## src/design/mfer_pkg.sv

```systemverilog
package mfer_pkg;

    // Table geometry
    localparam int NUM_SPECIES = 64;
    localparam int SPEC_W      = 6;
    localparam int ADDR_W      = $clog2(NUM_SPECIES);

    // Field widths
    localparam int COEF_W  = 24;
    localparam int SUM_W   = 48;
    localparam int Z_W     = 16;
    localparam int RATIO_W = 24;

    // Configuration port
    localparam int PADDR_W = 4;
    localparam int PDATA_W = 32;

    localparam logic [1:0] REG_BETA_OX = 2'd0;
    localparam logic [1:0] REG_BETA_FU = 2'd1;
    localparam logic [1:0] REG_AFR_ST  = 2'd2;

    localparam logic signed [COEF_W-1:0] BETA_OX_RST = -24'sd15268;
    localparam logic signed [COEF_W-1:0] BETA_FU_RST = 24'sd262144;
    localparam logic [RATIO_W-1:0]       AFR_ST_RST  = 24'd1125253;

    // Item modes
    localparam logic MODE_LOAD = 1'b0;
    localparam logic MODE_ACC  = 1'b1;

    // Fixed-point constants
    localparam logic [Z_W-1:0]     Z_ONE      = 16'd32768;
    localparam logic [Z_W-1:0]     Z_ONE_LSB  = 16'd32769;
    localparam logic [RATIO_W-1:0] RATIO_MAX  = 24'hFFFFFF;

    // Shared divider: remainder width and quotient bit counts less one
    localparam int DIV_W   = 24;
    localparam int CNT_W   = 5;
    localparam logic [CNT_W-1:0] Z_STEPS_M1 = 5'd15;
    localparam logic [CNT_W-1:0] R_STEPS_M1 = 5'd23;

    typedef struct packed {
        logic mem_wr;     // write coefficient table
        logic capture;    // latch mass fraction, read table
        logic mul;        // register coefficient * mass fraction
        logic acc;        // add product into coupling sum
        logic znum;       // form numerator and denominator
        logic zmag;       // take magnitudes and the zero test
        logic zload;      // overflow test, load divider for Z
        logic div_step;   // one restoring division step
        logic zfin;       // clamp and register Z
        logic rprod;      // Z * air-fuel ratio and 1 - Z + 1 LSB
        logic rload;      // overflow test, load divider for the ratio
        logic out_load;   // load result register, clear coupling sum
    } mfer_cmd_t;

endpackage

```

## src/design/mfer_if.sv

```systemverilog
interface mfer_item_if
    import mfer_pkg::*;
();
    logic                     valid;
    logic                     ready;
    logic                     mode;
    logic [SPEC_W-1:0]        species_index;
    logic signed [COEF_W-1:0] value;
    logic                     last;

    modport source (output valid, mode, species_index, value, last, input ready);
    modport sink   (input valid, mode, species_index, value, last, output ready);
endinterface

interface mfer_result_if
    import mfer_pkg::*;
();
    logic               valid;
    logic               ready;
    logic [Z_W-1:0]     mixture_fraction;
    logic [RATIO_W-1:0] equivalence_ratio;
    logic               saturated;

    modport source (output valid, mixture_fraction, equivalence_ratio, saturated,
                    input ready);
    modport sink   (input valid, mixture_fraction, equivalence_ratio, saturated,
                    output ready);
endinterface

```

## src/design/mfer_regs.sv

```systemverilog
module mfer_regs
    import mfer_pkg::*;
(
    input  logic                       clk,
    input  logic                       rst_n,
    input  logic                       psel,
    input  logic                       penable,
    input  logic                       pwrite,
    input  logic [PADDR_W-1:0]         paddr,
    input  logic [PDATA_W-1:0]         pwdata,
    output logic [PDATA_W-1:0]         prdata,
    output logic                       pready,
    output logic signed [COEF_W-1:0]   beta_ox,
    output logic signed [COEF_W-1:0]   beta_fu,
    output logic [RATIO_W-1:0]         afr_st
);

    logic signed [COEF_W-1:0] beta_ox_reg, beta_ox_next;
    logic signed [COEF_W-1:0] beta_fu_reg, beta_fu_next;
    logic [RATIO_W-1:0]       afr_st_reg, afr_st_next;
    logic                     wr_en;
    logic [1:0]               reg_sel;

    assign pready  = 1'b1;
    assign wr_en   = psel && penable && pwrite;
    assign reg_sel = paddr[3:2];

    always_comb
    begin
        beta_ox_next = beta_ox_reg;
        beta_fu_next = beta_fu_reg;
        afr_st_next  = afr_st_reg;
        if (wr_en)
        begin
            unique case (reg_sel)
                REG_BETA_OX: beta_ox_next = pwdata[COEF_W-1:0];
                REG_BETA_FU: beta_fu_next = pwdata[COEF_W-1:0];
                REG_AFR_ST:  afr_st_next  = pwdata[RATIO_W-1:0];
                default:     ;
            endcase
        end
    end

    always_comb
    begin
        unique case (reg_sel)
            REG_BETA_OX: prdata = {{(PDATA_W-COEF_W){beta_ox_reg[COEF_W-1]}}, beta_ox_reg};
            REG_BETA_FU: prdata = {{(PDATA_W-COEF_W){beta_fu_reg[COEF_W-1]}}, beta_fu_reg};
            REG_AFR_ST:  prdata = {{(PDATA_W-RATIO_W){1'b0}}, afr_st_reg};
            default:     prdata = '0;
        endcase
    end

    always_ff @(posedge clk or negedge rst_n)
    begin
        if (!rst_n)
        begin
            beta_ox_reg <= BETA_OX_RST;
            beta_fu_reg <= BETA_FU_RST;
            afr_st_reg  <= AFR_ST_RST;
        end
        else
        begin
            beta_ox_reg <= beta_ox_next;
            beta_fu_reg <= beta_fu_next;
            afr_st_reg  <= afr_st_next;
        end
    end

    assign beta_ox = beta_ox_reg;
    assign beta_fu = beta_fu_reg;
    assign afr_st  = afr_st_reg;

endmodule

```

## src/design/mfer_ctrl.sv

```systemverilog
module mfer_ctrl
    import mfer_pkg::*;
(
    input  logic      clk,
    input  logic      rst_n,
    input  logic      item_valid,
    input  logic      item_mode,
    input  logic      item_last,
    output logic      item_ready,
    input  logic      res_ready,
    output logic      res_valid,
    output mfer_cmd_t cmd
);

    typedef enum logic [11:0] {
        S_IDLE  = 12'b0000_0000_0001,
        S_MUL   = 12'b0000_0000_0010,
        S_ACC   = 12'b0000_0000_0100,
        S_ZNUM  = 12'b0000_0000_1000,
        S_ZMAG  = 12'b0000_0001_0000,
        S_ZLOAD = 12'b0000_0010_0000,
        S_ZDIV  = 12'b0000_0100_0000,
        S_ZFIN  = 12'b0000_1000_0000,
        S_RPROD = 12'b0001_0000_0000,
        S_RLOAD = 12'b0010_0000_0000,
        S_RDIV  = 12'b0100_0000_0000,
        S_DONE  = 12'b1000_0000_0000
    } mfer_state_t;

    mfer_state_t       state_reg, state_next;
    logic [CNT_W-1:0]  cnt_reg, cnt_next;
    logic              last_reg, last_next;
    logic              acc_pend_reg, acc_pend_next;
    logic              res_valid_reg, res_valid_next;

    always_comb
    begin
        state_next     = state_reg;
        cnt_next       = cnt_reg;
        last_next      = last_reg;
        acc_pend_next  = acc_pend_reg;
        res_valid_next = res_valid_reg && !res_ready;
        item_ready     = 1'b0;
        cmd            = '0;

        unique case (state_reg)
            S_IDLE:
            begin
                item_ready    = 1'b1;
                // finish the previous species' accumulation in passing
                cmd.acc       = acc_pend_reg;
                acc_pend_next = 1'b0;
                if (item_valid)
                begin
                    if (item_mode == MODE_LOAD)
                    begin
                        cmd.mem_wr = 1'b1;
                    end
                    else
                    begin
                        cmd.capture = 1'b1;
                        last_next   = item_last;
                        state_next  = S_MUL;
                    end
                end
            end
            S_MUL:
            begin
                cmd.mul = 1'b1;
                if (last_reg)
                begin
                    state_next = S_ACC;
                end
                else
                begin
                    acc_pend_next = 1'b1;
                    state_next    = S_IDLE;
                end
            end
            S_ACC:
            begin
                cmd.acc    = 1'b1;
                state_next = S_ZNUM;
            end
            S_ZNUM:
            begin
                cmd.znum   = 1'b1;
                state_next = S_ZMAG;
            end
            S_ZMAG:
            begin
                cmd.zmag   = 1'b1;
                state_next = S_ZLOAD;
            end
            S_ZLOAD:
            begin
                cmd.zload  = 1'b1;
                cnt_next   = Z_STEPS_M1;
                state_next = S_ZDIV;
            end
            S_ZDIV:
            begin
                cmd.div_step = 1'b1;
                cnt_next     = cnt_reg - 1'b1;
                if (cnt_reg == '0)
                begin
                    state_next = S_ZFIN;
                end
            end
            S_ZFIN:
            begin
                cmd.zfin   = 1'b1;
                state_next = S_RPROD;
            end
            S_RPROD:
            begin
                cmd.rprod  = 1'b1;
                state_next = S_RLOAD;
            end
            S_RLOAD:
            begin
                cmd.rload  = 1'b1;
                cnt_next   = R_STEPS_M1;
                state_next = S_RDIV;
            end
            S_RDIV:
            begin
                cmd.div_step = 1'b1;
                cnt_next     = cnt_reg - 1'b1;
                if (cnt_reg == '0)
                begin
                    state_next = S_DONE;
                end
            end
            S_DONE:
            begin
                // hold until the result register is free
                if (!res_valid_reg || res_ready)
                begin
                    cmd.out_load   = 1'b1;
                    res_valid_next = 1'b1;
                    state_next     = S_IDLE;
                end
            end
            default:
            begin
                state_next = S_IDLE;
            end
        endcase
    end

    always_ff @(posedge clk or negedge rst_n)
    begin
        if (!rst_n)
        begin
            state_reg     <= S_IDLE;
            cnt_reg       <= '0;
            last_reg      <= 1'b0;
            acc_pend_reg  <= 1'b0;
            res_valid_reg <= 1'b0;
        end
        else
        begin
            state_reg     <= state_next;
            cnt_reg       <= cnt_next;
            last_reg      <= last_next;
            acc_pend_reg  <= acc_pend_next;
            res_valid_reg <= res_valid_next;
        end
    end

    assign res_valid = res_valid_reg;

endmodule

```

## src/design/mfer_dp.sv

```systemverilog
module mfer_dp
    import mfer_pkg::*;
(
    input  logic                     clk,
    input  logic                     rst_n,
    input  mfer_cmd_t                cmd,
    input  logic [SPEC_W-1:0]        species_index,
    input  logic signed [COEF_W-1:0] value,
    input  logic signed [COEF_W-1:0] beta_ox,
    input  logic signed [COEF_W-1:0] beta_fu,
    input  logic [RATIO_W-1:0]       afr_st,
    output logic [Z_W-1:0]           mixture_fraction,
    output logic [RATIO_W-1:0]       equivalence_ratio,
    output logic                     saturated
);

    // Coefficient table
    logic signed [COEF_W-1:0] coef_mem [NUM_SPECIES];
    logic signed [COEF_W-1:0] coef_q_reg;
    logic [ADDR_W-1:0]        addr;
    logic                     idx_ok;

    // Multiply-accumulate
    logic signed [COEF_W-1:0] val_reg;
    logic                     val_ok_reg;
    logic signed [SUM_W-1:0]  prod_reg;
    logic                     prod_ok_reg;
    logic [SUM_W-1:0]         sum_reg, sum_next;
    logic [SUM_W:0]           sum_ext;

    // Mixture fraction
    logic [SUM_W:0]           num_reg;
    logic [COEF_W:0]          den_reg;
    logic [SUM_W-1:0]         nmag_reg;
    logic [DIV_W-1:0]         dmag_reg;
    logic                     zzero_reg;
    logic                     zovf_reg;
    logic [Z_W-1:0]           z_reg;
    logic [Z_W-1:0]           zq;

    // Equivalence ratio
    logic [Z_W+RATIO_W-1:0]   rp_reg;
    logic [Z_W-1:0]           rd_reg;
    logic                     rovf_reg;

    // Shared restoring divider
    logic [DIV_W-1:0]         rem_reg;
    logic [DIV_W-1:0]         low_reg;
    logic [DIV_W-1:0]         dvs_reg;
    logic [DIV_W:0]           trial;
    logic [DIV_W:0]           trial_sub;
    logic                     q_bit;

    // Result register
    logic [Z_W-1:0]           mf_reg;
    logic [RATIO_W-1:0]       er_reg;
    logic                     sat_reg;

    assign addr   = ADDR_W'(species_index);
    assign idx_ok = (int'(species_index) < NUM_SPECIES);

    always_ff @(posedge clk)
    begin
        if (cmd.mem_wr && idx_ok)
        begin
            coef_mem[addr] <= value;
        end
        if (cmd.capture)
        begin
            coef_q_reg <= coef_mem[addr];
        end
    end

    // Saturating accumulate; cleared when the result register loads
    always_comb
    begin
        sum_ext  = {sum_reg[SUM_W-1], sum_reg} + {prod_reg[SUM_W-1], prod_reg};
        sum_next = sum_reg;
        if (cmd.out_load)
        begin
            sum_next = '0;
        end
        else if (cmd.acc && prod_ok_reg)
        begin
            if (sum_ext[SUM_W] != sum_ext[SUM_W-1])
            begin
                sum_next = sum_ext[SUM_W] ? {1'b1, {(SUM_W-1){1'b0}}}
                                          : {1'b0, {(SUM_W-1){1'b1}}};
            end
            else
            begin
                sum_next = sum_ext[SUM_W-1:0];
            end
        end
    end

    always_ff @(posedge clk or negedge rst_n)
    begin
        if (!rst_n)
        begin
            sum_reg <= '0;
        end
        else
        begin
            sum_reg <= sum_next;
        end
    end

    // Division step: shift one dividend bit in, subtract where it fits
    assign trial     = {rem_reg, low_reg[DIV_W-1]};
    assign trial_sub = trial - {1'b0, dvs_reg};
    assign q_bit     = (trial >= {1'b0, dvs_reg});
    assign zq        = low_reg[Z_W-1:0];

    always_ff @(posedge clk)
    begin
        if (cmd.capture)
        begin
            val_reg    <= value;
            val_ok_reg <= idx_ok;
        end
        if (cmd.mul)
        begin
            prod_reg    <= coef_q_reg * val_reg;
            prod_ok_reg <= val_ok_reg;
        end
        if (cmd.znum)
        begin
            num_reg <= {sum_reg[SUM_W-1], sum_reg}
                     - {{(SUM_W-COEF_W-14){beta_ox[COEF_W-1]}}, beta_ox, 15'd0};
            den_reg <= {beta_fu[COEF_W-1], beta_fu} - {beta_ox[COEF_W-1], beta_ox};
        end
        if (cmd.zmag)
        begin
            nmag_reg  <= num_reg[SUM_W] ? SUM_W'(~num_reg + 1'b1) : num_reg[SUM_W-1:0];
            dmag_reg  <= den_reg[COEF_W] ? DIV_W'(~den_reg + 1'b1) : den_reg[DIV_W-1:0];
            zzero_reg <= (den_reg == '0) || (num_reg == '0)
                      || (num_reg[SUM_W] != den_reg[COEF_W]);
        end
        if (cmd.zload)
        begin
            zovf_reg <= (nmag_reg >= {{(SUM_W-DIV_W-Z_W){1'b0}}, dmag_reg, {Z_W{1'b0}}});
            rem_reg  <= nmag_reg[DIV_W+Z_W-1:Z_W];
            low_reg  <= {nmag_reg[Z_W-1:0], {(DIV_W-Z_W){1'b0}}};
            dvs_reg  <= dmag_reg;
        end
        else if (cmd.rload)
        begin
            rovf_reg <= (rp_reg >= {rd_reg, {RATIO_W{1'b0}}});
            rem_reg  <= {{(DIV_W-Z_W){1'b0}}, rp_reg[Z_W+RATIO_W-1:RATIO_W]};
            low_reg  <= rp_reg[RATIO_W-1:0];
            dvs_reg  <= {{(DIV_W-Z_W){1'b0}}, rd_reg};
        end
        else if (cmd.div_step)
        begin
            rem_reg <= q_bit ? trial_sub[DIV_W-1:0] : trial[DIV_W-1:0];
            low_reg <= {low_reg[DIV_W-2:0], q_bit};
        end
        if (cmd.zfin)
        begin
            if (zzero_reg)
            begin
                z_reg <= '0;
            end
            else if (zovf_reg || (zq > Z_ONE))
            begin
                z_reg <= Z_ONE;
            end
            else
            begin
                z_reg <= zq;
            end
        end
        if (cmd.rprod)
        begin
            rp_reg <= z_reg * afr_st;
            rd_reg <= Z_ONE_LSB - z_reg;
        end
        if (cmd.out_load)
        begin
            mf_reg  <= z_reg;
            er_reg  <= rovf_reg ? RATIO_MAX : low_reg;
            sat_reg <= rovf_reg;
        end
    end

    assign mixture_fraction  = mf_reg;
    assign equivalence_ratio = er_reg;
    assign saturated         = sat_reg;

endmodule

```

## src/design/mixture_fraction_equivalence_ratio.sv

```systemverilog
// Mixture fraction and equivalence ratio. Requests arrive on the item channel:
// mode 0 writes one species coefficient (signed Q3.20) into a 64-entry table,
// mode 1 multiplies a species mass fraction (Q1.15) by that species'
// coefficient and adds it to a saturating 48-bit coupling sum. A mode-1 request
// marked last closes the cell; one result then leaves on the result channel:
// Z = (sum - beta_oxidizer) / (beta_fuel - beta_oxidizer) clamped to [0,1] in
// Q1.15 (0 when the betas are equal), the equivalence ratio
// Z / (1 - Z + 1 LSB) * air_fuel_ratio_st in Q8.16, and a flag set when that
// ratio clipped at its maximum. Mode-0 requests are written in the idle state;
// a mode-1 request stalls the next for a registered table read and the 24 x 24
// multiply, its add folded into the next idle cycle (its own add step if last).
// Closing a cell runs the shared restoring divider: 16 steps for Z and 24 for
// the ratio, one quotient bit per cycle, plus set-up and clamp stages. The
// result sits in an output register, so the next cell's requests are taken
// while it waits; a second finished cell holds until the first is taken.
// Registers on the APB port: beta_oxidizer at 0x0, beta_fuel at 0x4,
// air_fuel_ratio_st at 0x8; write them only while the block is idle.
module mixture_fraction_equivalence_ratio
    import mfer_pkg::*;
(
    input  logic                clk,
    input  logic                rst_n,
    mfer_item_if.sink           item,
    mfer_result_if.source       result,
    input  logic                psel,
    input  logic                penable,
    input  logic                pwrite,
    input  logic [PADDR_W-1:0]  paddr,
    input  logic [PDATA_W-1:0]  pwdata,
    output logic [PDATA_W-1:0]  prdata,
    output logic                pready
);

    mfer_cmd_t                cmd;
    logic signed [COEF_W-1:0] beta_ox;
    logic signed [COEF_W-1:0] beta_fu;
    logic [RATIO_W-1:0]       afr_st;

    // Configuration registers behind the APB port
    mfer_regs u_regs (
        .clk     (clk),
        .rst_n   (rst_n),
        .psel    (psel),
        .penable (penable),
        .pwrite  (pwrite),
        .paddr   (paddr),
        .pwdata  (pwdata),
        .prdata  (prdata),
        .pready  (pready),
        .beta_ox (beta_ox),
        .beta_fu (beta_fu),
        .afr_st  (afr_st)
    );

    // Sequencer: accepts requests, steps the datapath, owns result valid
    mfer_ctrl u_ctrl (
        .clk        (clk),
        .rst_n      (rst_n),
        .item_valid (item.valid),
        .item_mode  (item.mode),
        .item_last  (item.last),
        .item_ready (item.ready),
        .res_ready  (result.ready),
        .res_valid  (result.valid),
        .cmd        (cmd)
    );

    // Table, multiply-accumulate, divider and result register
    mfer_dp u_dp (
        .clk               (clk),
        .rst_n             (rst_n),
        .cmd               (cmd),
        .species_index     (item.species_index),
        .value             (item.value),
        .beta_ox           (beta_ox),
        .beta_fu           (beta_fu),
        .afr_st            (afr_st),
        .mixture_fraction  (result.mixture_fraction),
        .equivalence_ratio (result.equivalence_ratio),
        .saturated         (result.saturated)
    );

endmodule

```

## src/flat_wrapper.sv

```systemverilog
// flat-port wrapper written by rule: the top's interface ports become plain ports
module mixture_fraction_equivalence_ratio_flat import mfer_pkg::*;
  (clk, rst_n, psel, penable, pwrite, paddr, pwdata, prdata, pready, item_valid, item_mode, item_species_index, item_value, item_last, item_ready, result_valid, result_mixture_fraction, result_equivalence_ratio, result_saturated, result_ready);
  mfer_item_if item_i ();
  mfer_result_if result_i ();
  input  logic clk;
  input  logic rst_n;
  input  logic psel;
  input  logic penable;
  input  logic pwrite;
  input  logic [PADDR_W-1:0] paddr;
  input  logic [PDATA_W-1:0] pwdata;
  output logic [PDATA_W-1:0] prdata;
  output logic pready;
  input wire logic [$bits(item_i.valid)-1:0] item_valid;
  input wire logic [$bits(item_i.mode)-1:0] item_mode;
  input wire logic [$bits(item_i.species_index)-1:0] item_species_index;
  input wire logic [$bits(item_i.value)-1:0] item_value;
  input wire logic [$bits(item_i.last)-1:0] item_last;
  output wire logic [$bits(item_i.ready)-1:0] item_ready;
  output wire logic [$bits(result_i.valid)-1:0] result_valid;
  output wire logic [$bits(result_i.mixture_fraction)-1:0] result_mixture_fraction;
  output wire logic [$bits(result_i.equivalence_ratio)-1:0] result_equivalence_ratio;
  output wire logic [$bits(result_i.saturated)-1:0] result_saturated;
  input wire logic [$bits(result_i.ready)-1:0] result_ready;
  assign item_i.valid = item_valid;
  assign item_i.mode = item_mode;
  assign item_i.species_index = item_species_index;
  assign item_i.value = item_value;
  assign item_i.last = item_last;
  assign item_ready = item_i.ready;
  assign result_valid = result_i.valid;
  assign result_mixture_fraction = result_i.mixture_fraction;
  assign result_equivalence_ratio = result_i.equivalence_ratio;
  assign result_saturated = result_i.saturated;
  assign result_i.ready = result_ready;
  mixture_fraction_equivalence_ratio u_core (.clk(clk), .rst_n(rst_n), .item(item_i), .result(result_i), .psel(psel), .penable(penable), .pwrite(pwrite), .paddr(paddr), .pwdata(pwdata), .prdata(prdata), .pready(pready));
endmodule
```

## config.mk

```make
export PLATFORM = sky130hd
export DESIGN_NAME = mixture_fraction_equivalence_ratio_flat
export DESIGN_NICKNAME = d
export VERILOG_FILES = /design/src/design/mfer_pkg.sv /design/src/design/mfer_if.sv /design/src/design/mfer_regs.sv /design/src/design/mfer_ctrl.sv /design/src/design/mfer_dp.sv /design/src/design/mixture_fraction_equivalence_ratio.sv /design/src/flat_wrapper.sv
export SDC_FILE = /design/constraint.sdc
export NUM_CORES = 2
export LEC_CHECK = 0
export CAP_MARGIN = 20
export CORE_ASPECT_RATIO = 1.75
export CORE_MARGIN = 2
export CORE_UTILIZATION = 40
export DETAILED_ROUTE_END_ITERATION = 8
export DONT_BUFFER_PORTS = 1
export HOLD_SLACK_MARGIN = 0.12
export SYNTH_ARGS = -nofsm -noshare
export SYNTH_HDL_FRONTEND = slang
export SYNTH_SLANG_ARGS = --single-unit
```

## constraint.sdc

```tcl
create_clock -name clk -period 8.6 [get_ports clk]
set_clock_uncertainty 0.15 [all_clocks]
set_input_delay 1.72 -clock clk [delete_from_list [all_inputs] [get_ports clk]]
set_output_delay 1.72 -clock clk [all_outputs]
set_load 0.03 [all_outputs]
```

==> run_summary.xml <==
<?xml version="1.0" encoding="UTF-8"?>
<metrics>
  <group name="clock_tree">
    <metric name="cts_setup_buffers" unit="">0</metric>
    <metric name="clk_latency" unit="ns">0.93</metric>
    <metric name="cts_tree" unit="">built</metric>
    <metric name="post_cts_hold_buffer_count" unit="">0</metric>
    <metric name="clock_sink_count" unit="">2106</metric>
    <metric name="cts_root_buffer" unit="">clkbuf_16</metric>
    <metric name="cts.clk_slew.worst_paths" unit="ns">0.07</metric>
    <metric name="cts_max_path_buffers" unit="">4</metric>
    <metric name="cts_made_buffers" unit="">200</metric>
    <metric name="cts-resized-gates" unit="">0</metric>
    <metric name="htree_num_levels" unit="">4</metric>
  </group>
  <group name="synth">
    <metric name="async_flop_share" unit="">0.0665</metric>
    <metric name="yosys.area_share.simple" unit="">0.0813</metric>
    <metric name="synthDistinctLibCells" unit="">85</metric>
    <metric name="netlist_instances" unit="">9124</metric>
    <metric name="synth_compound_gate_area_share" unit="">0.109</metric>
    <metric name="post_synth.cell_area_avg" unit="µm²">12.9</metric>
    <metric name="synth-warning-count" unit="">0</metric>
    <metric name="mux_share_of_post_synthesis_cell_area" unit="">0.00845</metric>
    <metric name="netlist.area_leader.share" unit="">0.499</metric>
    <metric name="synthMostInstantiatedCell" unit="">edfxtp_1</metric>
    <metric name="netlist.top_cell.by_area" unit="">edfxtp_1</metric>
    <metric name="syn_area" unit="µm²">118000</metric>
    <metric name="synth.area.top_cells" unit="">edfxtp_1, fa_1, ha_1</metric>
    <metric name="synth_enable_flop_cells" unit="">1958</metric>
    <metric name="adder_and_majority_gate_portion_of_the_synthesized_area" unit="">0.200</metric>
    <metric name="largest_family_of_logic_cells_by_synthesized_area" unit="">adder cells</metric>
    <metric name="ys_seq_area_frac" unit="">0.530</metric>
    <metric name="syn_nets" unit="">10500</metric>
    <metric name="synthesis_stage_register_bit_count" unit="">2106</metric>
    <metric name="fraction_of_synthesized_cell_area_in_xor_and_xnor_cells" unit="">0.0203</metric>
    <metric name="synth_commonest_cells" unit="">edfxtp_1, inv_1, fa_1, nand2_1, a22oi_1</metric>
    <metric name="synth_flop_cell" unit="">edfxtp_1</metric>
  </group>
  <group name="setup_path">
    <metric name="critical_path_cell_count" unit="">24</metric>
    <metric name="crit_slowest_cell" unit="">edfxtp_1</metric>
    <metric name="worst_path_required_time" unit="ns">8.99</metric>
    <metric name="worst_path_dominant_cell_family" unit="">adder cells</metric>
    <metric name="end_kind" unit="">register</metric>
    <metric name="critical_path.max_fanout" unit="">13</metric>
    <metric name="cp_slowest_stage_delay" unit="ns">0.64</metric>
    <metric name="crit_path_cell_chain" unit="">and2_1 -&gt; fa_1 -&gt; fa_1 -&gt; inv_1 -&gt; fa_1 -&gt; fa_1 -&gt; inv_1 -&gt; fa_1 -&gt; fa_1 -&gt; inv_1 -&gt; fa_1 -&gt; inv_1 -&gt; ha_1 -&gt; a21o_1 -&gt; a21oi_1 -&gt; o41ai_1 -&gt; a41o_1 -&gt; a21o_1 -&gt; o311a_1 -&gt; o31ai_1 -&gt; o21ai_0 -&gt; a211oi_1 -&gt; o21bai_1 -&gt; xnor2_1</metric>
    <metric name="critical_path_class" unit="">register to register</metric>
    <metric name="worst-endpoint-arrival" unit="ns">8.83</metric>
    <metric name="path_common_cell" unit="">fa_1</metric>
    <metric name="reg2regPathDepth" unit="">24</metric>
    <metric name="crit_path_start_kind" unit="">register</metric>
    <metric name="cp.buffers_inverters" unit="">4</metric>
  </group>
  <group name="place">
    <metric name="hpwlAfterDp" unit="mm">239</metric>
    <metric name="place_inst" unit="">12800</metric>
    <metric name="buffer_ports.inserted" unit="">0</metric>
    <metric name="gpl.final_weighted_congestion" unit="">0.954</metric>
  </group>
  <group name="sta">
    <metric name="worst_hold_slack" unit="ns">0.305</metric>
    <metric name="clock.fmax" unit="GHz">0.118</metric>
    <metric name="min_period" unit="ns">8.44</metric>
    <metric name="setup_tns" unit="ns">0</metric>
    <metric name="unrepaired_setup_endpoints_after_global_routing" unit="">false</metric>
    <metric name="layout_worst_path_cycle_share" unit="">0.982</metric>
    <metric name="report.final.slew_viol_count" unit="">0</metric>
    <metric name="transition_time_at_the_pin_with_the_least_slew_margin" unit="ns">1.25</metric>
    <metric name="timing.final.setup_violations" unit="">0</metric>
    <metric name="hold_violations" unit="">0</metric>
    <metric name="timing.slew.headroom" unit="">0.157</metric>
  </group>
  <group name="floorplan">
    <metric name="die_h" unit="µm">722</metric>
    <metric name="core_area" unit="µm²">293000</metric>
    <metric name="design.die.area" unit="µm²">299000</metric>
    <metric name="site_rows" unit="">263</metric>
    <metric name="dieWidth" unit="µm">414</metric>
    <metric name="floorplan.io_pins" unit="">151</metric>
    <metric name="floorplan.initialDensity" unit="">0.402</metric>
  </group>
  <group name="route">
    <metric name="detailroute.wirelength.met3" unit="mm">18.6</metric>
    <metric name="viasPerCell" unit="">5.65</metric>
    <metric name="met1_wl" unit="mm">112</metric>
    <metric name="topRoutingLayerUsed" unit="">met5</metric>
    <metric name="wire_per_inst" unit="µm">26.2</metric>
    <metric name="wirelength" unit="mm">344</metric>
    <metric name="drt-pass1-iter-count" unit="">6</metric>
    <metric name="detailedRoute.firstIterationViolations" unit="">5784</metric>
    <metric name="number_of_nets_still_failing_antenna_checks_after_routing" unit="">0</metric>
    <metric name="drc" unit="">0</metric>
    <metric name="wl_met2" unit="mm">184</metric>
    <metric name="vias" unit="">74200</metric>
  </group>
  <group name="worst_hold_path">
    <metric name="hold_path_depth" unit="">0</metric>
    <metric name="hold_path.class" unit="">register to register</metric>
  </group>
  <group name="global_routing">
    <metric name="overflow" unit="">0</metric>
    <metric name="grt_antenna_before_repair" unit="">6</metric>
    <metric name="via_count_of_the_first_global_routing_pass" unit="">79500</metric>
    <metric name="globalRouteTotalUtil" unit="">0.228</metric>
    <metric name="grt_max_degree" unit="">141</metric>
    <metric name="wire_length_of_the_first_global_routing_pass" unit="mm">506</metric>
  </group>
  <group name="cells_and_area">
    <metric name="flow.area_growth_from_synthesis" unit="%">10.1</metric>
    <metric name="largest_register_ffs" unit="">1536</metric>
    <metric name="num-nets-final" unit="">10500</metric>
    <metric name="stdcell_count" unit="">13100</metric>
    <metric name="fillerInstances" unit="">26200</metric>
    <metric name="fraction_of_layout_instances_using_a_drive_strength_above_1" unit="">0.0846</metric>
  </group>
  <group name="status">
    <metric name="run_status" unit="">finished clean</metric>
  </group>
  <group name="run">
    <metric name="timing.max_cap.violations" unit="">0</metric>
  </group>
</metrics>
==> path summary, 6_finish.rpt <==
check / startpoint / endpoint / slack (ns)
hold / removal: u_core.u_dp.sum_reg[13] / u_core.u_dp.num_reg[13] / 0.30
max in group asynchronous: rst_n / u_core.u_regs.beta_ox[1] / 7.32
hold reg to reg: u_core.u_dp.sum_reg[13] / u_core.u_dp.num_reg[13] / 0.30
setup / recovery: u_core.u_dp.val_reg[6] / u_core.u_dp.prod_reg[47] / 0.16
min in group asynchronous: rst_n / u_core.u_ctrl.cnt_reg[4] / 0.42
setup reg to reg: u_core.u_dp.val_reg[6] / u_core.u_dp.prod_reg[47] / 0.16
==> through the flow <==
| stage | worst slack [ns] | area, µm² | util |
|---|---|---|---|
| floorplan | 1.14 | 118000 | - |
| global placement | 0.396 | 123000 | 0.420 |
| detailed placement | 0.299 | 123000 | 0.420 |
| CTS | 0.210 | 130000 | 0.442 |
| global route | 0.0204 | 130000 | 0.442 |
| finish | 0.157 | 130000 | 0.442 |
==> layer usage <==
layer,track usage,up-vias
li1,-,32400
met1,0.226,38300
met2,0.431,2688
met3,0.0309,802
met4,0.166,2
met5,0,-
==> cells in the final DEF (no fill, tap or decap), types with 183 or more instances in the layout <==
cell type  netlist  final
o21ai_0        210    210
nor2_1         252    183
xnor2_1        223    223
ha_1           420    420
and2_1         435    434
fa_1           917    917
inv_1         1089   1089
a22oi_1        517    517
nand2_1        806    806
edfxtp_1      1958   1958
buf_4            8    246
a21oi_1        251    251
clkbuf_16        0    200
==> final cells by class <==
class	instances	area (µm²)	area share
diodes	5	12.5	0.0000965
clock buffers	246	5190	0.0400
clock inverters	110	1150	0.00884
inverters	1090	4090	0.0316
multi-input cells	5461	49800	0.384
flip-flops and latches	2106	62500	0.482
well taps	3842	4810	0.0371
repair buffers	261	2150	0.0166
==> cell families after synthesis <==
group | count (synthesis)
compound gates | 1806
xor+xnor | 273
fa+ha+maj | 1337
buf+inv | 1557
flops | 2106
mux | 93
other cells | 1
simple gates | 1951
Power is left out: the tool's default activity adds up to more than one toggle a clock period on the data nets, which glitch-free logic cannot reach.
